### src/rtl/baf_result_fifo.sv
`default_nettype none
// ----------------------------------------------------------------------------
// Box average filter result queue
// Small first-in first-out queue between the pipeline and the result port.
// ----------------------------------------------------------------------------
module baf_result_fifo #(
	parameter int DEPTH = 8,
	parameter int DW    = 43,
	localparam int PTR_W = $clog2(DEPTH),
	localparam int CNT_W = $clog2(DEPTH + 1)
) (
	input  wire              clk,
	input  wire              arst_n,
	input  wire              push,
	input  wire  [DW-1:0]    din,
	input  wire              pop,
	output logic [DW-1:0]    dout,
	output logic             nonempty,
	output logic [CNT_W-1:0] count
);

	logic [DW-1:0]    slot_q [DEPTH];
	logic [PTR_W-1:0] wr_ptr_q;
	logic [PTR_W-1:0] rd_ptr_q;
	logic [CNT_W-1:0] count_q;

	always_ff @(posedge clk) begin
		if (push) begin
			slot_q[wr_ptr_q] <= din;
		end
	end

	always_ff @(posedge clk or negedge arst_n) begin
		if (!arst_n) begin
			wr_ptr_q <= '0;
			rd_ptr_q <= '0;
			count_q  <= '0;
		end else begin
			if (push) begin
				wr_ptr_q <= wr_ptr_q + PTR_W'(1);
			end
			if (pop) begin
				rd_ptr_q <= rd_ptr_q + PTR_W'(1);
			end
			case ({push, pop})
				2'b10:   count_q <= count_q + CNT_W'(1);
				2'b01:   count_q <= count_q - CNT_W'(1);
				default: count_q <= count_q;
			endcase
		end
	end

	assign dout     = slot_q[rd_ptr_q];
	assign nonempty = (count_q != '0);
	assign count    = count_q;

endmodule
`default_nettype wire

### config.mk
export PLATFORM = sky130hd
export DESIGN_NAME = baf_result_fifo
export DESIGN_NICKNAME = d
export VERILOG_FILES = /design/src/rtl/baf_result_fifo.sv
export SDC_FILE = /design/constraint.sdc
export NUM_CORES = 1
export LEC_CHECK = 0
export BUFFER_PORTS_ARGS = -buffer_cell sky130_fd_sc_hd__buf_2
export CAP_MARGIN = 20
export CORE_MARGIN = 5
export CORE_UTILIZATION = 38
export DETAILED_ROUTE_END_ITERATION = 6
export SYNTH_ARGS = -nofsm -noshare
export SYNTH_HDL_FRONTEND = slang
export SYNTH_SLANG_ARGS = --single-unit
export TNS_END_PERCENT = 5
### constraint.sdc
create_clock -name clk -period 7.35 [get_ports clk]
set_clock_uncertainty 0.1 [all_clocks]
set_input_delay 1.47 -clock clk [delete_from_list [all_inputs] [get_ports clk]]
set_output_delay 1.47 -clock clk [all_outputs]
set_load 0.05 [all_outputs]
==> metrics.md <==
| Metric | Value |
|---|---|
| Kind of critical path | flip-flop to output pin |
| Layout cells sized above 1 | 43.14% |
| Worst min path class | flip-flop to flip-flop |
| Largest net degree at the start of global routing | 63 |
| H-tree depth | 2 |
| Netlist Area Pre-Place | approximately 14000 um^2 |
| Cell area power density | 448.4 nW/um^2 |
| Tmin final | 4713 ps |
| Clk sinks | 354 |
| Post-CTS Resized | 0 |
| Gp weighted congestion | 0.6784 |
| Postcts setup bufs | 0 |
| Setup_tns | 0 ps |
| Nets | between 700 and 800 |
| Root Buffer | clkbuf_16 |
| Top-area cell type share of the netlist area | between 70% and 80% |
| CP Max Fanout | 34 |
| Vias in the first global route | 6591 |
| Via density | 5.128 |
| Worst vdd ir | 0.0003408 V |
| CTS tree | built |
| Antenna Diode Count | 0 |
| Per-cell routed wire length | roughly 24 um |
| Dpl cells | 1095 |
| Worst-Margin Slew | 1018 ps |
| Post-synth ARST share | 2.825% |
| Register clock-pin slew on the reported worst setup and hold paths | 60 ps |
| Flops & latches, synth | 354 |
| Die width | approximately 200 um |
| Net count after synthesis | roughly 600 |
| Maximum buffer depth of the clock tree | 3 |
| DRT iter0 DRCs | 303 |
| Crit path DAT | 3140 ps |
| Congestion Overflow GR | 0 |
| Yosys cell types | 25 |
| Fin cells | 1161 |
| Initial antenna violation count | 1 |
| Count of standard-cell rows | 69 |
| Crit path required time | 5780 ps |
| Final slew viol count | 0 |
| Critical path launch point type | flip-flop |
| Main flop type after synthesis | edfxtp_1 |
| Cell with the most instances after synthesis | edfxtp_1 |
| Max Freq | 0.2122 GHz |
| Number of synthesized flops with an enable pin | 344 |
| LEAKAGE | 0.005262 uW |
| GRT Overall Usage | 14.10% |
| Setup violators final | 0 |
| WL final | 27490 um |
| Number of CTS-inserted buffers | 38 |
| Final HPWL DP | approximately 16000 um |
| Syn-to-layout area delta | 16.59% |
| First-pass GRT wire length | about 41000 um |
| Setup slack at placement | 3077 ps |
| Final hold violation count | 0 |
| Core Util, Final | 44.71% |
| Ranking of synthesized cells by area | edfxtp_1, mux4_2, mux2_4, dfrtp_1, mux2_2 |
| Status | complete, no violations |
| Die area | 39690 um^2 |
| Gate Count Post-Synth | 551 |
| Slew headroom | between 30% and 40% |
| IO Pins | 95 |
| Worst skew pair latency | 510 ps |
| Hold_buf cts | 0 |
| Seq/Total Area, Yosys | 77.76% |
| Core Footprint | 35480 um^2 |
| Die Ht | 199.2 um |
| Most common library cells after synthesis | edfxtp_1, mux4_2, mux2_4 |
| RSZ-0062 raised after global routing | no |
| I/O Buffers | 94 |
| Avg Inst Size Synth | 24.69 um^2 |
| DRC | 0 |
| Final worst setup slack | 2637 ps |
| Initial Util | 38.35% |
| Warnings from Yosys | 0 |
| DR vias | ~6000 |
| Period Utilization, post-route | about 64% |
| Setup crit end kind | output pin |
| Antenna viol nets, final | 0 |
| DRT Pass-1 Iters | 4 |
| Max_cap viols | 0 |
| Largest area contributor in the netlist | edfxtp_1 |
## report_power, final
group          switching (uW)  internal, uW
combinational            1520           970
clock                     723          1110
sequential                253          2540
## layout make-up
| class | count | area, um^2 |
|---|---|---|
| clock buffer | 45 | 998.5 |
| clock inverter | 21 | 206.4 |
| fill | 2957 | 19620 |
| inverter | 1 | 3.754 |
| multi-input combinational | 171 | 2899 |
| sequential | 354 | 10590 |
| tap | 461 | 576.8 |
| timing repair buffer | 108 | 588.1 |
## metal layers
metal,global-route usage [%],vias up,share of wire [%]
met5,0,-,0.047
met4,4.002,2,2.1
met3,2.377,43,3.8
met2,24.87,132,52
met1,18.12,3188,42
li1,-,2589,-
## placed cells by master, fill, tap and decap left out, drive strengths merged
| master | instances |
|---|---|
| nor2 | 7 |
| mux2 | 46 |
| ha | 5 |
| mux4 | 86 |
| nand2b | 3 |
| buf | 108 |
| clkbuf | 45 |
| clkinvlp | 1 |
| or3 | 1 |
| clkinv | 15 |
| nand2 | 4 |
| a31oi | 1 |
| dfrtp | 10 |
| nor3 | 2 |
| o32ai | 1 |
| edfxtp | 344 |
| nor2b | 3 |
| or4 | 1 |
| xnor2 | 3 |
| a21oi | 2 |
| inv | 2 |
| bufinv | 4 |
| xor2 | 6 |
## per-stage QoR
| step | power [uW] | cell area (um^2) | hold WS [ps] |
|---|---|---|---|
| floorplan | 4794 | 13610 | 378.6 |
| global placement | 5328 | 14640 | 364.6 |
| detailed placement | 5389 | 14660 | 375.7 |
| CTS | 7237 | 15860 | 388.6 |
| global route | 7435 | 15860 | 411.5 |
| finish | 7114 | 15860 | 396.6 |
## state kept, by name, indices dropped and copies added, names as in the netlist
register / count
slot_q: 344
count: 4
rd_ptr_q: 3
wr_ptr_q: 3
## kinds of logic (layout without fill, tap and decap cells)
| logic type | count (synthesis) | after routing | share of synthesized area (%) |
|---|---|---|---|
| buffers and inverters | 26 | 175 | 1.342 |
| XOR/XNOR | 9 | 9 | 0.5793 |
| flip-flops | 354 | 354 | 77.76 |
| adder cells (fa/ha/maj) | 5 | 5 | 0.4598 |
| AND/OR/NAND/NOR | 21 | 21 | 0.7541 |
| multiplexers | 132 | 132 | 18.92 |
| AO/OA/AOI/OAI | 4 | 4 | 0.1840 |
## critical path: stages, from the launching register on
cell and delay, ps:
dfrtp_4 870, buf_4 620, mux4_2 590, mux2_4 290, buf_2 220
## worst paths after layout
check,start,end,slack [ps],depth (start not counted)
worst min-delay path,count[3]$_DFFE_PN0P_,count[3]$_DFFE_PN0P_,400,1
worst min register to register,count[3]$_DFFE_PN0P_,count[3]$_DFFE_PN0P_,400,1
min in group asynchronous,arst_n,count[3]$_DFFE_PN0P_,720,1
max in group asynchronous,arst_n,rd_ptr_q[2]$_DFFE_PN0P_,6180,1
worst max register to register,wr_ptr_q[0]$_DFFE_PN0P_,slot_q[4][26]$_DFFE_PP_,4970,3
worst max-delay path,rd_ptr_q[0]$_DFFE_PN0P_,dout[29],2640,4
Power figures use the tool's default switching activity.
