--- src/rtl/baf_mean_div.sv ---
`default_nettype none
// ----------------------------------------------------------------------------
// Box average filter mean divider
// Rounded division of the window total by the pixel count, by reciprocal
// multiplication over two register stages.
// ----------------------------------------------------------------------------
module baf_mean_div #(
	parameter int WINDOW_RADIUS = 3,
	parameter int PIXEL_BITS    = 16,
	parameter int SIDE_W        = 27,
	localparam int WIN_SIDE     = 2 * WINDOW_RADIUS + 1,
	localparam int TOT_W        = PIXEL_BITS + $clog2(WIN_SIDE * WIN_SIDE)
) (
	input  wire                           clk,
	input  wire                           arst_n,
	input  wire                           v,
	input  wire  signed [TOT_W-1:0]       total,
	input  wire         [SIDE_W-1:0]      side,
	output logic                          v_out,
	output logic signed [PIXEL_BITS-1:0]  mean,
	output logic        [SIDE_W-1:0]      side_out
);

	localparam int     N        = WIN_SIDE * WIN_SIDE;
	localparam int     K        = TOT_W + $clog2(N);
	localparam int     RECIP_W  = TOT_W + 1;
	localparam int     PROD_W   = TOT_W + RECIP_W;
	localparam longint RECIP_L  = ((longint'(1) <<< K) + longint'(N) - 1) / longint'(N);
	localparam logic [RECIP_W-1:0] RECIP = RECIP_W'(RECIP_L);

	logic [TOT_W-1:0]      mag;
	logic                  v_s4;
	logic                  neg_s4;
	logic [TOT_W-1:0]      magp_s4;
	logic [SIDE_W-1:0]     side_s4;
	logic                  v_s5;
	logic                  neg_s5;
	logic [PROD_W-1:0]     prod_s5;
	logic [SIDE_W-1:0]     side_s5;
	logic [PIXEL_BITS:0]   quot;
	logic [PIXEL_BITS:0]   mean_ext;

	assign mag = total[TOT_W-1] ? TOT_W'(-total) : TOT_W'(total);

	always_ff @(posedge clk or negedge arst_n) begin
		if (!arst_n) begin
			v_s4 <= 1'b0;
			v_s5 <= 1'b0;
		end else begin
			v_s4 <= v;
			v_s5 <= v_s4;
		end
	end

	always_ff @(posedge clk) begin
		if (v) begin
			neg_s4  <= total[TOT_W-1];
			magp_s4 <= mag + TOT_W'(N / 2);
			side_s4 <= side;
		end
		if (v_s4) begin
			neg_s5  <= neg_s4;
			prod_s5 <= PROD_W'(magp_s4) * PROD_W'(RECIP);
			side_s5 <= side_s4;
		end
	end

	assign quot     = prod_s5[K +: PIXEL_BITS+1];
	assign mean_ext = neg_s5 ? (PIXEL_BITS+1)'(-quot) : quot;
	assign mean     = $signed(mean_ext[PIXEL_BITS-1:0]);
	assign v_out    = v_s5;
	assign side_out = side_s5;

endmodule
`default_nettype wire

--- config.mk ---
export PLATFORM = sky130hd
export DESIGN_NAME = baf_mean_div
export DESIGN_NICKNAME = d
export VERILOG_FILES = /design/src/rtl/baf_mean_div.sv
export SDC_FILE = /design/constraint.sdc
export NUM_CORES = 1
export LEC_CHECK = 0
export ABC_CLOCK_PERIOD_IN_PS = 7000
export BUFFER_PORTS_ARGS = -buffer_cell sky130_fd_sc_hd__buf_2
export CORE_MARGIN = 10
export CORE_UTILIZATION = 35
export CTS_CLUSTER_DIAMETER = 150
export CTS_CLUSTER_SIZE = 28
export DETAILED_ROUTE_END_ITERATION = 12
export PLACE_DENSITY = 0.6
export SLEW_MARGIN = 20
export SYNTH_ARGS = -nofsm -noshare
export SYNTH_HDL_FRONTEND = slang
export SYNTH_SLANG_ARGS = --single-unit
--- constraint.sdc ---
create_clock -name clk -period 7 [get_ports clk]
set_input_delay 0.7 -clock clk [delete_from_list [all_inputs] [get_ports clk]]
set_output_delay 0.7 -clock clk [all_outputs]
set_load 0.005 [all_outputs]
==> metrics.md, run 1 <==
| Metric | Value |
|---|---|
| Final Cycle Share | 93.3% |
| Remaining antenna violation count | 0 |
| H-tree depth | 3 |
| Req. time, crit path | 7.12 ns |
| Fill cell count | about 3500 |
| Area fraction of the dominant cell type after synthesis | 25.8% |
| Startpoint Class | register |
| Postcts setup bufs | 0 |
| Initial antenna violation count | 0 |
| Total of max-cap violations | 0 |
| Synth Cell Area | ~13000 um2 |
| Crit path kind | reg -> reg |
| Clock-pin transition on the worst setup and hold timing paths | 0.07 ns |
| Avg Cell Area, Syn | 10.9 um2 |
| Complex-gate fraction of the synthesized area | 8.85% |
| WL per Instance | 16.9 um |
| Simple-gate portion of the synthesized area | 6.68% |
| Adder-cell share of the synthesized area | 47.8% |
| # port buffers | 95 |
| Nature of the critical path endpoint | register |
| Worst-Margin Slew | 0.954 ns |
| Final Util | about two fifths |
| Worst min-delay path class | in -> async |
| Main combinational cell family by area after synthesis | adder cells |
| Slew headroom | 36.4% |
| Cell area after layout | approximately 14000 um2 |
| CTS Sinks | 96 |
| DRC errors left | 0 |
| Core area | 35600 um2 |
| Multiplexer share of the synthesized area | 0.337% |
| CTS Buf Count | 9 |
| Netlist cell types | 64 |
| Setup violations, final | 0 |
| Fin cells | 1717 |
| Top-Level Pins | 96 |
| DRT iter0 DRCs | 427 |
| Count of final max-slew check failures | 0 |
| Synth top area cells | fa_1 26%, edfxtp_1 22%, ha_1 22% |
| Dpl hpwl | around 25 mm |
| Number of diodes | 0 |
| Area grow syn2layout | 10.6% |
| YS warnings | 0 |
| DR vias/cell | approximately 4.8 |
| GP Congestion | 0.912 |
| Vias in the first global route | 8799 |
| Final Hold Viols | 0 |
| Die area | 44100 um2 |
| Slowest CP cell | fa_1 |
| Routed via count | 8222 |
| Largest net degree at the start of global routing | 52 |
| Fmax | 153 MHz |
| Share of cells above drive strength 1 | 10.7% |
| CTS resizes | 0 |
| Multi-input gate area | 8640 um2 |
| Tmin final | 6.53 ns |
| First drt pass iteration count | 4 |
| Root buf cell | clkbuf_16 |
| All-Layer GR Usage | a little over an eighth |
| Status | finished clean |
| Top cell type by total area after synthesis | fa_1 |
| Final wirelength | 28.9 mm |
| Syn nets | 1594 |
| Initial Utilization | between 30 and 40% |
| Die X | about 210 um |
| Worst-skew pair later-pin latency | 0.35 ns |
| Worst-path cell chain | fa_1 -> fa_1 -> inv_1 -> fa_1 -> inv_1 -> fa_1 -> fa_1 -> fa_1 -> inv_1 -> fa_1 -> inv_1 -> ha_1 -> and2_1 -> nand4_1 -> o2111ai_1 -> a31oi_1 -> and2_1 -> o311ai_0 |
| WP data arrival | 6.65 ns |
| Critical Path Fanout Max | 7 |
| Sequential fraction of the synthesis area | 22.8% |
| Global-route wire length before repair | 47.2 mm |
| CTS tree | done |
| Clock Tree Buf Depth | 2 |
| Dominant synthesized flop cell | edfxtp_1 |
| Nets@finish | 1688 |
| Synth Instances | 1157 |
| Async set-reset flop share out of synthesis | 2.08% |
| Unrepaired setup endpoints after global routing | no |
| Worst Skew | 0.00399 ns |
| Post-synthesis sequential element count | 96 |
| Setup TNS | 0 ns |
| EDFF count, synth | 94 |
| Crit-path most repeated cell | fa_1 |
| Placed cell count | 1701 |
| Remaining Overflow, GRT | 0 |
| Placed Area | 13600 um2 |
| Hold_buf cts | 0 |
| Synth Area in XOR/XNOR | 4.72% |
| Largest stage delay, worst path | ~0.55 ns |
| Sequential cell area | 2870 um2 |
| Die H | 210 um |
| Rows | between 60 and 70 |
Yosys cell counts, types with 6 or more instances:
master    number
a21o_1        25
a21oi_1       37
a31oi_1        6
and3_1         6
clkbuf_1      13
edfxtp_1      94
fa_1         163
ha_1         222
inv_1        271
nand2_1       36
nand2b_1       7
nand3_1       14
nand4_1        9
nor2_1        25
nor2b_1        6
nor3_1         7
o211ai_1       7
o21a_1         7
o21ai_0       31
o31ai_1        8
o41ai_1        8
or2_2          6
xnor2_1       51
xor2_1        17
state kept, by name, summed over array words and instances, names as in the netlist:
name,flops
neg_s4,1
prod_s5,16
v_s4,1
magp_s4,22
side_out,27
v_out,1
side_s4,27
neg_s5,1
stage by stage:
stage	hold slack [ns]	setup WS, ns
final	0.116	0.470
after global routing	0.102	0.125
after CTS	0.0980	0.253
after detailed placement	0.405	0.286
after global placement	0.400	0.352
after floorplan	0.400	0.909
cells by family (layout without fill, tap and decap cells):
| group | count (synthesis) | after routing |
|---|---|---|
| fa+ha+maj | 385 | 385 |
| buf+inv | 290 | 389 |
| compound gates | 164 | 164 |
| simple gates | 151 | 151 |
| flops | 96 | 96 |
| xor+xnor | 68 | 68 |
| mux | 3 | 3 |
placed cells by master (no fill, tap or decap), types with 3 or more instances in the layout:
cell type / Yosys / final
o21a_1: 7 / 7
and3_1: 6 / 6
fa_1: 163 / 163
nand3_1: 14 / 14
o21ai_0: 31 / 31
or4_1: 4 / 4
xor2_1: 17 / 17
and2_1: 4 / 4
o2111ai_1: 3 / 3
nand3b_1: 4 / 4
a21o_1: 25 / 25
buf_4: 1 / 7
o31ai_1: 8 / 8
a311oi_1: 4 / 4
nand2b_1: 7 / 7
nor2_1: 25 / 25
a31oi_1: 6 / 6
a21oi_1: 37 / 37
inv_1: 271 / 271
or3_1: 5 / 5
ha_1: 222 / 222
xnor2_1: 51 / 51
or2_2: 6 / 6
a211oi_1: 5 / 4
a32oi_1: 3 / 3
and4_1: 3 / 3
nand4_1: 9 / 9
o211ai_1: 7 / 7
edfxtp_1: 94 / 94
clkbuf_16: 0 / 9
o41ai_1: 8 / 8
nor2b_1: 6 / 6
buf_2: 0 / 95
nand2_1: 36 / 36
nor3_1: 7 / 7
o21bai_1: 4 / 4
layout make-up:
type	count	area share, %
inverters	271	7.28
flip-flops and latches	96	20.6
clock inverters	6	0.699
well taps	461	4.13
multi-input cells	771	61.9
clock buffers	10	1.64
repair buffers	102	3.78
critical path, delay by kind of cell, from the launching register on:
family | cells | cell delay (ns)
buffers and inverters | 4 | 0.20
AO/OA/AOI/OAI | 3 | 1.04
flip-flops | 1 | 0.54
AND/OR/NAND/NOR | 3 | 0.57
adder cells (fa/ha/maj) | 8 | 3.93
routing by layer:
| metal | track usage [%] | wire length [um] |
|---|---|---|
| met1 | 19.0 | 14500 |
| met2 | 20.7 | 12600 |
| met3 | 2.91 | 1540 |
| met4 | 2.01 | 283 |
| met5 | 0 | 0 |
final timing paths:
path                              from           end  slack [ns]  cells past startpoint
max                         magp_s4[7]   prod_s5[39]        0.47                     18
min                             arst_n         v_out        0.12                      1
max reg2reg                 magp_s4[7]   prod_s5[39]        0.47                     18
min reg2reg                side_s4[21]  side_out[21]        0.42                      0
max in group asynchronous       arst_n          v_s4        6.78                      1
min in group clk           side_s4[21]  side_out[21]        0.42                      0
Power of run 1 is not shown: default switching activity piles up to over one toggle a cycle in this logic, so the estimate is an artifact.
==> inputs of run 2 (changes only) <==
ABC_AREA = 1   (was not set)
ABC_CLOCK_PERIOD_IN_PS = 6700   (was 7000)
clock period = 6.7 ns   (was 7 ns; I/O delays follow)
==> metrics.md, run 2 <==
| Metric | Value |
|---|---|
| Nature of the critical path endpoint | register (unchanged) |
| Worst-Margin Slew | 1.03 ns (was 0.954 ns) |
| Dpl hpwl | 28.1 mm (was 25.2 mm) |
| Post-synthesis sequential element count | 96 (unchanged) |
| DR vias/cell | 4.52 (was 4.79) |
| Req. time, crit path | 6.81 ns (was 7.12 ns) |
| Place WS | 0.571 ns (was 0.286 ns) |
| Worst min-delay path class | in -> async (unchanged) |
| Final wirelength | 31.4 mm (was 28.9 mm) |
| Share of cells above drive strength 1 | 10.9% (was 10.7%) |
| Final Hold Viols | 0 (unchanged) |
| Simple-gate portion of the synthesized area | 13.6% (was 6.68%) |
| Number of diodes | 0 (unchanged) |
| Slowest CP cell | fa_1 (unchanged) |
| Crit path kind | reg -> reg (unchanged) |
| Most common library cell in the layout ignoring fill and taps | inv_1 (unchanged) |
| Nets@finish | 1950 (was 1688) |
| Remaining antenna violation count | 0 (unchanged) |
| Global-route wire length before repair | 51.1 mm (was 47.2 mm) |
| Hold_buf cts | 0 (unchanged) |
| Cell area after layout | 14600 um2 (was 14000 um2) |
| Fill cell count | 3736 (was 3470) |
| Syn nets | 1849 (was 1594) |
| Async set-reset flop share out of synthesis | 2.08% (unchanged) |
| Clock Tree Buf Depth | 2 (unchanged) |
| Postcts setup bufs | 0 (unchanged) |
| Die area | 45900 um2 (was 44100 um2) |
| Rows | 71 (was 69) |
| Crit-path leading delay family | adder cells (unchanged) |
| Largest stage delay, worst path | 0.59 ns (was 0.55 ns) |
| Setup TNS | 0 ns (unchanged) |
| Top cell type by total area after synthesis | fa_1 (unchanged) |
| YS warnings | 0 (unchanged) |
| # port buffers | 95 (unchanged) |
| Netlist cell types | 44 (was 64) |
| WL per Instance | 15.5 um (was 16.9 um) |
| GP Congestion | 0.921 (was 0.912) |
| H-tree depth | 3 (unchanged) |
| Largest net degree at the start of global routing | 52 (unchanged) |
| Top post-synthesis cells by count | 362 x inv_1, 222 x ha_1, 184 x nand2_1, 163 x fa_1, 95 x nor2_1 (was 271 x inv_1, 222 x ha_1, 163 x fa_1, 94 x edfxtp_1, 51 x xnor2_1) |
| Synth Cell Area | 13200 um2 (was 12600 um2) |
| All-Layer GR Usage | 13.9% (was 13.3%) |
| Adder-cell share of the synthesized area | 45.8% (was 47.8%) |
| Total of max-cap violations | 0 (unchanged) |
| Area fraction of the dominant cell type after synthesis | 24.7% (was 25.8%) |
| Synth Instances | 1412 (was 1157) |
| DRT iter0 DRCs | 380 (was 427) |
| Remaining Overflow, GRT | 0 (unchanged) |
| CTS Buf Count | 9 (unchanged) |
| Multiplexer share of the synthesized area | 0% (was 0.337%) |
| Status | finished clean (unchanged) |
| Slew headroom | 31.6% (was 36.4%) |
| Top-Level Pins | 96 (unchanged) |
| Worst-skew pair later-pin latency | 0.36 ns (was 0.35 ns) |
| First drt pass iteration count | 5 (was 4) |
| Internal reg-to-reg setup slack | 0.52 ns (was 0.47 ns) |
| Dominant synthesized flop cell | edfxtp_1 (unchanged) |
| DRC errors left | 0 (unchanged) |
| Crit-path most repeated cell | fa_1 (unchanged) |
| Initial antenna violation count | 0 (unchanged) |
| CTS tree | done (unchanged) |
| Critical Path Fanout Max | 7 (unchanged) |
| CTS Sinks | 96 (unchanged) |
| Main combinational cell family by area after synthesis | adder cells (unchanged) |
| Tmin final | 6.18 ns (was 6.53 ns) |
| Sequential cell area | 2870 um2 (unchanged) |
| EDFF count, synth | 94 (unchanged) |
| Worst Skew | 0.0114 ns (was 0.00399 ns) |
| Worst-path cell chain | fa_1 -> inv_1 -> fa_1 -> fa_1 -> inv_1 -> fa_1 -> fa_1 -> fa_1 -> ha_1 -> ha_1 -> inv_1 -> o21ai_0 -> a21oi_1 -> o21ai_0 -> a21oi_1 -> a21boi_0 -> nor2_1 -> nand2_1 -> nand2_1 (was fa_1 -> fa_1 -> inv_1 -> fa_1 -> inv_1 -> fa_1 -> fa_1 -> fa_1 -> inv_1 -> fa_1 -> inv_1 -> ha_1 -> and2_1 -> nand4_1 -> o2111ai_1 -> a31oi_1 -> and2_1 -> o311ai_0) |
| Final Hold Slack | 0.0878 ns (was 0.116 ns) |
| Area grow syn2layout | 10.5% (was 10.6%) |
| Setup violations, final | 0 (unchanged) |
| WP data arrival | 6.30 ns (was 6.65 ns) |
| CTS resizes | 0 (unchanged) |
| Core area | 37400 um2 (was 35600 um2) |
| Unrepaired setup endpoints after global routing | no (unchanged) |
| Fmax | 162 MHz (was 153 MHz) |
| Count leader, synth | inv_1 (unchanged) |
| Routed via count | 9164 (was 8222) |
| CP Buf/Inv Count | 3 (was 4) |
| Die X | 214 um (was 210 um) |
| Clock-pin transition on the worst setup and hold timing paths | 0.07 ns (about the same) |
| Multi-input gate area | 8900 um2 (was 8640 um2) |
| Setup WS post-layout | 0.516 ns (was 0.470 ns) |
| Final Cycle Share | 92.3% (was 93.3%) |
| Root buf cell | clkbuf_16 (unchanged) |
| Die H | 214 um (was 210 um) |
| Synth top area cells | fa_1 25%, edfxtp_1 21%, ha_1 21% (was fa_1 26%, edfxtp_1 22%, ha_1 22%) |
| Placed Area | 14300 um2 (was 13600 um2) |
| Sequential fraction of the synthesis area | 21.8% (was 22.8%) |
| Avg Cell Area, Syn | 9.34 um2 (was 10.9 um2) |
| Vias in the first global route | 9708 (was 8799) |
| Initial Utilization | 35.3% (was 35.5%) |
| Count of final max-slew check failures | 0 (unchanged) |
| Synth Area in XOR/XNOR | 3.32% (was 4.72%) |
| Most frequent cells in the layout | 362 x inv_1, 222 x ha_1, 184 x nand2_1 (was 271 x inv_1, 222 x ha_1, 163 x fa_1) |
| Startpoint Class | register (unchanged) |
| Complex-gate fraction of the synthesized area | 4.79% (was 8.85%) |
-- run 2: metrics by stage --
stage / cells / util [%]
global route: 2029 / 39.0
global placement: 2013 / 38.2
floorplan: 1412 / -
finish: 2029 / 39.0
detailed placement: 2013 / 38.2
CTS: 2029 / 39.0
-- run 2: final timing paths --
check	endpoint	start	cells after the start
max reg2reg	prod_s5[41]	magp_s4[19]	19
min in group clk	side_out[17]	side_s4[17]	0
min	v_s4	arst_n	1
max in group asynchronous	v_s4	arst_n	1
min reg2reg	side_out[17]	side_s4[17]	0
max	prod_s5[41]	magp_s4[19]	19
-- run 2: cell type report --
cell class,instances,share of cell area [%]
Multi-Input combinational cell,944,61.1
Sequential cell,96,19.7
Inverter,367,9.45
Timing Repair Buffer,95,3.28
Tap cell,511,4.39
Clock inverter,7,0.558
Clock buffer,9,1.54
-- run 2: logic make-up after synthesis --
kind of cell / Yosys count
AND/OR/NAND/NOR: 397
AO/OA/AOI/OAI: 115
XOR/XNOR: 47
adder cells (fa/ha/maj): 385
flip-flops: 96
buffers and inverters: 372
-- run 2: routing by layer --
layer,wire length [um],track usage [%],up-vias
li1,-,-,4610
met1,14800,18.7,4381
met2,15200,23.6,149
met3,953,1.59,24
met4,378,2.72,0
met5,0,0,-
-- run 2: worst reg2reg max path: cells and delay by family, from the launching register on --
kind,cells,cell delay (ns)
flip-flops,1,0.58
buffers and inverters,3,0.26
AO/OA/AOI/OAI,5,1.00
AND/OR/NAND/NOR,3,0.20
adder cells (fa/ha/maj),8,3.90
Power of run 2 is left out for the same reason.
