[config.mk]
export PLATFORM = sky130hd
export DESIGN_NAME = baf_window
export DESIGN_NICKNAME = d
export VERILOG_FILES = /design/src/rtl/baf_pkg.sv /design/src/rtl/baf_window.sv
export SDC_FILE = /design/constraint.sdc
export NUM_CORES = 1
export LEC_CHECK = 0
export ABC_AREA = 1
export ABC_CLOCK_PERIOD_IN_PS = 3750
export BUFFER_PORTS_ARGS = -buffer_cell sky130_fd_sc_hd__buf_2
export CAP_MARGIN = 15
export CELL_PAD_IN_SITES_DETAIL_PLACEMENT = 0
export CELL_PAD_IN_SITES_GLOBAL_PLACEMENT = 1
export CORE_MARGIN = 4
export CORE_UTILIZATION = 28
export DETAILED_ROUTE_END_ITERATION = 7
export HOLD_SLACK_MARGIN = 0.15
export PLACE_DENSITY_LB_ADDON = 0.1
export SLEW_MARGIN = 20
export SYNTH_ARGS = -nofsm -noshare
export SYNTH_HDL_FRONTEND = slang
export SYNTH_SLANG_ARGS = --single-unit
[constraint.sdc]
create_clock -name clk -period 3.75 [get_ports clk]
set_input_delay 0.1875 -clock clk [delete_from_list [all_inputs] [get_ports clk]]
set_output_delay 0.1875 -clock clk [all_outputs]
set_load 0.1 [all_outputs]
[src/rtl/baf_pkg.sv]
`default_nettype none
// ----------------------------------------------------------------------------
// Box average filter package
// Fixed widths, register indexes, reset values and the stage tag type.
// ----------------------------------------------------------------------------
package baf_pkg;

	localparam int ROW_W      = 16;
	localparam int CFG_IDX_W  = 1;
	localparam int FIFO_DEPTH = 8;

	localparam logic [CFG_IDX_W-1:0] CFG_FRAME_WIDTH  = 1'b0;
	localparam logic [CFG_IDX_W-1:0] CFG_FRAME_HEIGHT = 1'b1;

	localparam int FRAME_WIDTH_RST  = 640;
	localparam int FRAME_HEIGHT_RST = 480;

	typedef struct packed {
		logic clear;
		logic emit;
	} baf_tag_t;

endpackage
`default_nettype wire

[src/rtl/baf_window.sv]
`default_nettype none
// ----------------------------------------------------------------------------
// Box average filter column window
// Sliding row of column sums and the running window total.
// ----------------------------------------------------------------------------
module baf_window #(
	parameter int WINDOW_RADIUS = 3,
	parameter int PIXEL_BITS    = 16,
	parameter int SIDE_W        = 27,
	localparam int WIN_SIDE     = 2 * WINDOW_RADIUS + 1,
	localparam int CS_W         = PIXEL_BITS + $clog2(WIN_SIDE),
	localparam int TOT_W        = PIXEL_BITS + $clog2(WIN_SIDE * WIN_SIDE)
) (
	input  wire                      clk,
	input  wire                      arst_n,
	input  wire                      v,
	input  wire  signed [CS_W-1:0]   colsum,
	input  wire  baf_pkg::baf_tag_t  tag,
	input  wire         [SIDE_W-1:0] side,
	output logic                     v_s3,
	output logic signed [TOT_W-1:0]  total_s3,
	output logic        [SIDE_W-1:0] side_s3
);

	logic signed [CS_W-1:0]  cs_q [WIN_SIDE];
	logic signed [TOT_W-1:0] total_q;
	logic signed [TOT_W-1:0] total_d;

	// drop the oldest column, add the new one; a row start empties the window
	always_comb begin
		if (tag.clear) begin
			total_d = TOT_W'(colsum);
		end else begin
			total_d = total_q - TOT_W'(cs_q[WIN_SIDE-1]) + TOT_W'(colsum);
		end
	end

	always_ff @(posedge clk or negedge arst_n) begin
		if (!arst_n) begin
			for (int k = 0; k < WIN_SIDE; k++) begin
				cs_q[k] <= '0;
			end
			total_q <= '0;
			v_s3    <= 1'b0;
		end else begin
			v_s3 <= v && tag.emit;
			if (v) begin
				cs_q[0] <= colsum;
				for (int k = 1; k < WIN_SIDE; k++) begin
					cs_q[k] <= tag.clear ? '0 : cs_q[k-1];
				end
				total_q <= total_d;
			end
		end
	end

	always_ff @(posedge clk) begin
		if (v) begin
			total_s3 <= total_d;
			side_s3  <= side;
		end
	end

endmodule
`default_nettype wire

==> results of run 1 <==
## cell families (layout without fill, tap and decap cells)
logic type	count (synthesis)	count (layout)	synth area share (%)
AND/OR/NAND/NOR	315	315	13.8
buffers and inverters	297	462	11.8
flip-flops	205	205	56.0
adder cells (fa/ha/maj)	44	44	7.38
AO/OA/AOI/OAI	176	176	10.7
XOR/XNOR	3	3	0.274
## cell type report
cell class / count / share of cell area [%]
Sequential cell: 205 / 45.2
Multi-Input combinational cell: 538 / 26.0
Timing Repair Buffer: 161 / 9.53
Inverter: 259 / 8.17
Clock buffer: 35 / 5.48
Tap cell: 448 / 4.71
Clock inverter: 7 / 0.873
## per-stage QoR
| stage | instances | util, % | hold slack [ns] | cell area, um2 |
|---|---|---|---|---|
| 4_1_cts | 1653 | 35.3 | 0.180 | 11900 |
| 5_1_grt | 1653 | 35.3 | 0.239 | 11900 |
| 6_report | 1653 | 35.3 | 0.173 | 11900 |
| 2_1_floorplan | 1040 | - | -0.108 | 9600 |
| 3_5_place_dp | 1556 | 31.4 | 0.188 | 10600 |
| 3_3_place_gp | 1556 | 31.4 | 0.190 | 10600 |
## sequential cells by signal, indices dropped and copies added (netlist names)
signal and cells:
v_s3 1, side_s3 27, total_q 22, cs_q 133, total_s3 22
## power groups by stage
stage / Combinational, uW / Sequential [uW] / Clock [uW]
floorplan: 1790 / 3340 / 0
global placement: 3260 / 2700 / 0
CTS: 3310 / 2660 / 2370
global route: 3680 / 2680 / 2470
detailed placement: 3250 / 2700 / 0
finish: 3230 / 2650 / 2270
## cells in the mapped netlist (7+ instances only)
library cell | count | area share, %
sky130_fd_sc_hd__ha_1 | 23 | 3.0
sky130_fd_sc_hd__nand2_1 | 227 | 8.9
sky130_fd_sc_hd__nand3_1 | 35 | 1.8
sky130_fd_sc_hd__fa_1 | 21 | 4.4
sky130_fd_sc_hd__o22ai_1 | 98 | 6.4
sky130_fd_sc_hd__dfrtp_1 | 156 | 41
sky130_fd_sc_hd__edfxtp_1 | 49 | 15
sky130_fd_sc_hd__nor2_1 | 22 | 0.86
sky130_fd_sc_hd__clkbuf_1 | 24 | 0.94
sky130_fd_sc_hd__inv_1 | 258 | 10
sky130_fd_sc_hd__a21oi_1 | 14 | 0.73
sky130_fd_sc_hd__o21ai_0 | 53 | 2.8
sky130_fd_sc_hd__nand3b_1 | 7 | 0.55
## repair_timing
action                                 CTS  global route
buffers inserted                         0             0
endpoints found under the hold margin  140             0
hold buffers                            55             0
## worst max-delay path by stage
stage               cells past startpoint       start           end
finish                                 14     cs_q[0]  total_s3[14]
global route                           15  total_q[0]  total_s3[14]
CTS                                    14     cs_q[0]  total_s3[14]
detailed placement                     14     cs_q[0]  total_s3[14]
global placement                       14     cs_q[0]  total_s3[14]
floorplan                              13     cs_q[7]  total_s3[17]
## per-layer routing
layer | vias to the layer above | track usage (%) | routed length, um
li1 | 3574 | - | -
met1 | 3227 | 18.4 | 11700
met2 | 111 | 21.7 | 10900
met3 | 29 | 2.12 | 1100
met4 | 0 | 2.97 | 391
met5 | - | 0 | 0
==> metrics.log, run 1 <==
[metrics] outcome: complete, no violations
[metrics] Max VDD drop: 0.000348 V
[metrics] clock tree from TritonCTS: yes
[metrics] max-slew violation count: 0
[metrics] power share of the clock group: 27.8%
[metrics] largest net degree at the start of global routing: 132
[metrics] share of async-settable or async-resettable flops after synthesis: 76.1%
[metrics] Chip Width: 193 um
[metrics] worst-case clock skew: 0.0158 ns
[metrics] classification of the worst-slack hold path: input port to async pin
[metrics] r2r setup slk: 0.92 ns
[metrics] total net switching power: 3320 uW
[metrics] maximum clock frequency: 353 MHz
[metrics] Residual DRC: 0
[metrics] DRC violation total after the first TritonRoute iteration: 368
[metrics] Yosys warning count: 0
[metrics] Period minus WS final: 2.83 ns
[metrics] wire length of the first global-routing pass: 39,100 um
[metrics] Primary FF master, synth: sky130_fd_sc_hd__dfrtp_1
[metrics] crit-path most repeated cell: sky130_fd_sc_hd__nand3_1
[metrics] remaining global-route overflow: 0
[metrics] initial core utilization: 28.5%
[metrics] initial antenna violation count: 0
[metrics] post-synthesis register bit count: 205
[metrics] actual slew at the worst max-slew pin: 0.790 ns
[metrics] Combinational Power Share: 39.7%
[metrics] 1st-pass router iterations: 4
[metrics] worst setup slack after layout: 0.916 ns
[metrics] slowest stage cell on the critical path: sky130_fd_sc_hd__dfrtp_1
[metrics] Reg area: 0.00538 mm2
[metrics] remaining antenna violation count: 0
[metrics] pre-CTS WS: 0.859 ns
[metrics] final worst-path cycle share: 75.6%
[metrics] number of buffers between clock root and the deepest sink: 3
[metrics] Cell Pwr Density: 685 mW/mm2
[metrics] crit-path max cell delay: 0.38 ns
[metrics] port buffer count: 100
[metrics] net switching fraction of the power: 40.7%
[metrics] Antenna Cells: 0
[metrics] cell breakdown of the critical path: ha_1, inv_1, ha_1, inv_1, fa_1, inv_1, nand3_1, nand3_2, nand2_1, nand2_1, nand3_1, nand3_1, nand3_1, and2_1
[metrics] internal power component: 4840 uW
[metrics] sequential element share of the synthesized area: 56.0%
[metrics] number of cells upsized or downsized after cts: 0
[metrics] r2r worst-path depth: 14
[metrics] Static Leak: 0.00575 uW
[metrics] area grow syn2layout: 23.9%
[metrics] DRT Wirelength: 24,100 um
[metrics] weighted congestion at the end of routability-driven global placement: 0.800
[metrics] crit-path leading delay family: simple AND/OR/NAND/NOR gates
[metrics] Clk pin slew, worst setup/hold paths: 0.06 ns
[metrics] final number of hold-violating endpoints: 0
[metrics] all-layer global routing usage: 13.1%
[metrics] synthesized net count: 1,135
[metrics] number of inserted filler cells in the final layout: 3,532
[metrics] most frequent cells in the layout: sky130_fd_sc_hd__inv_1, sky130_fd_sc_hd__nand2_1, sky130_fd_sc_hd__dfrtp_1
[metrics] final total negative setup slack: 0 ns
[metrics] num rows: 67
[metrics] type of destination of the critical path: flop
[metrics] Buf/Inv on CP: 3
[metrics] syn avg cell area: 9.23 um2
[metrics] overall die height: 193 um
[metrics] EDFF count, synth: 49
[metrics] H-tree depth: 1
[metrics] Worst Setup Start Kind: flop
[metrics] Worst Path Max Fanout: 5
[metrics] Total Power Consumption: 8150 uW
[metrics] detailed placer's ending HPWL: 16,700 um
[metrics] via count of the first global-routing pass: 7,112
[metrics] Required @ worst endpoint: 4.01 ns
[metrics] fraction of final layout cells with drive strength greater than 1: 13.3%
[metrics] Reg2Reg Capture Point: total_s3[14]
[metrics] floorplan die area: 0.0373 mm2
[metrics] max-cap violations: 0
[metrics] final number of setup-violating endpoints: 0
[metrics] start-to-end type of the worst setup path: flop to flop
[metrics] number of primary I/O pins: 101
[metrics] Clk Tree Root Cell: sky130_fd_sc_hd__clkbuf_16
[metrics] final net count: 1,284
[metrics] launching point of the worst reg2reg path: cs_q[0]
[metrics] clock latency of the later-clocked register in the worst-skew pair: 0.53 ns
[metrics] count of cell types in the netlist: 35
[metrics] most frequent standard cell in the layout excluding fill and tap cells: sky130_fd_sc_hd__inv_1
[metrics] total standard cell area after synthesis: 0.00960 mm2
[metrics] share of power burned in registers: 32.5%
[metrics] number of buffers added by the clock tree synthesis step: 24
[metrics] overall via count from detail_route: 6,941
[metrics] Post-Synthesis Cells: 1,040
[metrics] arrival time worst endpoint: 3.09 ns
[metrics] area occupied by multi-input gates: 0.00310 mm2
[metrics] core area: 0.0337 mm2
[metrics] Num Clock Sinks: 205
[metrics] setup repair after global routing missed its margin: false
[metrics] vias per std cell: 4.20
[metrics] slew margin rel.: 47.3%
[metrics] routed length per placed instance: 14.6 um
(Power assumes the default switching activity.)
==> inputs of run 2 (changes only) <==
--- a/config.mk
+++ b/config.mk
@@ -6,7 +6,7 @@
 export NUM_CORES = 1
 export LEC_CHECK = 0
 export ABC_AREA = 1
-export ABC_CLOCK_PERIOD_IN_PS = 3750
+export ABC_CLOCK_PERIOD_IN_PS = 2600
 export BUFFER_PORTS_ARGS = -buffer_cell sky130_fd_sc_hd__buf_2
 export CAP_MARGIN = 15
 export CELL_PAD_IN_SITES_DETAIL_PLACEMENT = 0
==> constraint.sdc (replaced) <==
create_clock -name clk -period 2.6 [get_ports clk]
set_input_delay 0.13 -clock clk [delete_from_list [all_inputs] [get_ports clk]]
set_output_delay 0.13 -clock clk [all_outputs]
set_load 0.1 [all_outputs]
==> run 2 against run 1 <==
Register-to-register slack got worse by 0.78 ns. Core utilization is 2.3 points higher. Sequential share of layout area shrank 2.8 points. Clock power is 42% higher. Critical path type is now input port to flop. Worst hold slack improved by 0.012 ns. Largest power group unchanged. Die area is the same. Setup slack worse by 0.78 ns. Critical path depth grew 2. Wire length grew 2.5%. Final area is 6.6% higher. Power rose by 58%. Count of clock-buffer cells in the layout up 1.
==> metrics.log, run 2 (synthesized netlist as in run 1, its figures left out) <==
[metrics] Period minus WS final: 2.47 ns
[metrics] floorplan die area: 0.0373 mm2
[metrics] via count of the first global-routing pass: 7,405
[metrics] Clk Tree Root Cell: sky130_fd_sc_hd__clkbuf_16
[metrics] number of buffers added by the clock tree synthesis step: 24
[metrics] detailed-route wire length on metal 1: 11,800 um
[metrics] H-tree depth: 1
[metrics] initial antenna violation count: 0
[metrics] Reg area: 0.00538 mm2
[metrics] detailed placer's ending HPWL: 17,300 um
[metrics] 1st-pass router iterations: 4
[metrics] worst-case clock skew: 0.00744 ns
[metrics] area occupied by multi-input gates: 0.00348 mm2
[metrics] max reg flops: 133
[metrics] arrival time worst endpoint: 2.74 ns
[metrics] share of power burned in registers: 29.8%
[metrics] internal power component: 7730 uW
[metrics] final hold slack: 0.185 ns
[metrics] Cell Pwr Density: 1010 mW/mm2
[metrics] max-slew violation count: 0
[metrics] final number of setup-violating endpoints: 0
[metrics] Antenna Cells: 0
[metrics] Chip Width: 193 um
[metrics] overall via count from detail_route: 7,111
[metrics] final standard cell area without fillers: 0.0127 mm2
[metrics] Total Power Consumption: 12,900 uW
[metrics] weighted congestion at the end of routability-driven global placement: 0.744
[metrics] core area: 0.0337 mm2
[metrics] overall die height: 193 um
[metrics] Worst Setup Start Kind: input port
[metrics] number of inserted filler cells in the final layout: 3,473
[metrics] final core utilization: 37.6%
[metrics] final worst-path cycle share: 94.9%
[metrics] Combinational Power Share: 45.1%
[metrics] fraction of final layout cells with drive strength greater than 1: 22.4%
[metrics] initial core utilization: 28.5%
[metrics] routed length per placed instance: 14.5 um
[metrics] register containing the most flip-flops in the final layout: cs_q
[metrics] type of destination of the critical path: flop
[metrics] DRC violation total after the first TritonRoute iteration: 395
[metrics] DRT Wirelength: 24,700 um
[metrics] number of buffers between clock root and the deepest sink: 3
[metrics] Max VDD drop: 0.000462 V
[metrics] number of primary I/O pins: 101
[metrics] final net count: 1,336
[metrics] slew margin rel.: 56.3%
[metrics] outcome: complete, no violations
[metrics] Static Leak: 0.00605 uW
[metrics] most frequent cells in the layout: sky130_fd_sc_hd__inv_1, sky130_fd_sc_hd__nand2_1, sky130_fd_sc_hd__dfrtp_1
[metrics] WL met3: 1010 um
[metrics] final total negative setup slack: 0 ns
[metrics] actual slew at the worst max-slew pin: 0.655 ns
[metrics] placed instance area: 0.0110 mm2
[metrics] remaining antenna violation count: 0
[metrics] vias per std cell: 4.17
[metrics] num rows: 67
[metrics] Residual DRC: 0
[metrics] port buffer count: 100
[metrics] maximum clock frequency: 405 MHz
[metrics] Clk pin slew, worst setup/hold paths: 0.06 ns
[metrics] final number of hold-violating endpoints: 0
[metrics] r2r worst-path depth: 13
[metrics] all-layer global routing usage: 13.5%
[metrics] leading registers by flop count: cs_q x133, side_s3 x27
[metrics] met2 wire len: 11,500 um
[metrics] clock latency of the later-clocked register in the worst-skew pair: 0.51 ns
[metrics] largest net degree at the start of global routing: 106
[metrics] Worst Path Max Fanout: 5
[metrics] start-to-end type of the worst setup path: input port to flop
[metrics] clock tree from TritonCTS: yes
[metrics] setup repair after global routing missed its margin: true
[metrics] Required @ worst endpoint: 2.87 ns
[metrics] Max Used Layer: met4
[metrics] total net switching power: 5120 uW
[metrics] classification of the worst-slack hold path: input port to async pin
[metrics] net switching fraction of the power: 39.9%
[metrics] area grow syn2layout: 32.1%
[metrics] max-cap violations: 0
[metrics] wire length of the first global-routing pass: 40,400 um
[metrics] remaining global-route overflow: 0
[metrics] Num Clock Sinks: 205
[metrics] most frequent standard cell in the layout excluding fill and tap cells: sky130_fd_sc_hd__inv_1
[metrics] power share of the clock group: 25.1%
## run 2: cell types whose count changed in the layout (fill, tap and decap cells not counted), moves of 6 or more
cell and delta:
sky130_fd_sc_hd__buf_4 +55, sky130_fd_sc_hd__ha_1 -20, sky130_fd_sc_hd__ha_4 +18, sky130_fd_sc_hd__nand2_1 -20
sky130_fd_sc_hd__nand2_2 +17, sky130_fd_sc_hd__nor2_1 -6
## run 2: power groups by stage
stage	Combinational [uW]	Sequential (uW)	Clock [uW]
floorplan	2580	4820	0
global placement	5130	3890	0
detailed placement	5110	3890	0
CTS	5260	3830	3390
global route	6490	3870	3510
finish	5800	3830	3230
## run 2: critical path, stage by stage
cell                            delay (ns)
sky130_fd_sc_hd__dlygate4sd3_1        0.52
sky130_fd_sc_hd__buf_2                0.15
sky130_fd_sc_hd__inv_1                0.09
sky130_fd_sc_hd__fa_1                 0.53
sky130_fd_sc_hd__inv_1                0.07
sky130_fd_sc_hd__ha_4                 0.25
sky130_fd_sc_hd__nand2_4              0.09
sky130_fd_sc_hd__inv_1                0.04
sky130_fd_sc_hd__nand2_1              0.07
sky130_fd_sc_hd__nand2_2              0.07
sky130_fd_sc_hd__nand3b_1             0.24
sky130_fd_sc_hd__nand2_2              0.14
sky130_fd_sc_hd__nand2_1              0.06
sky130_fd_sc_hd__nand2_1              0.07
sky130_fd_sc_hd__nand3_2              0.07
sky130_fd_sc_hd__and2_4               0.15
## run 2: layer usage
metal,GRT usage (%),up-vias
li1,-,3668
met1,18.8,3313
met2,22.6,103
met3,1.94,27
met4,3.10,0
met5,0,-
## run 2: layout make-up
class                   count  area share, %
clock buffers              36           5.49
well taps                 448           4.42
clock inverters             7          0.483
inverters                 259           7.66
flip-flops and latches    205           42.4
multi-input cells         538           27.4
repair buffers            213           12.1
## run 2: timing repair
action	CTS	global route
pin swaps	1	15
hold buffers	50	0
endpoints found under the setup margin	10	33
hold endpoints to repair	173	0
gates resized for setup	10	74
setup buffers	1	6
cloned	0	0
## run 2: worst paths after layout
path / from / end / slack, ns
worst max-delay path: colsum[8] / total_s3[17] / 0.13
worst min-delay path: arst_n / cs_q[99] / 0.18
worst max register to register: cs_q[8] / total_s3[17] / 0.13
worst min register to register: total_q[18] / total_q[18] / 0.48
max in group asynchronous: arst_n / cs_q[122] / 1.66
min in group clk: tag[1] / total_q[16] / 0.19
## run 2: per-stage QoR
stage | setup WS (ns) | instances
after floorplan | 0.274 | 1040
after global placement | -0.144 | 1606
after detailed placement | -0.141 | 1606
after CTS | -0.0494 | 1700
after global routing | -0.0385 | 1706
final | 0.133 | 1706
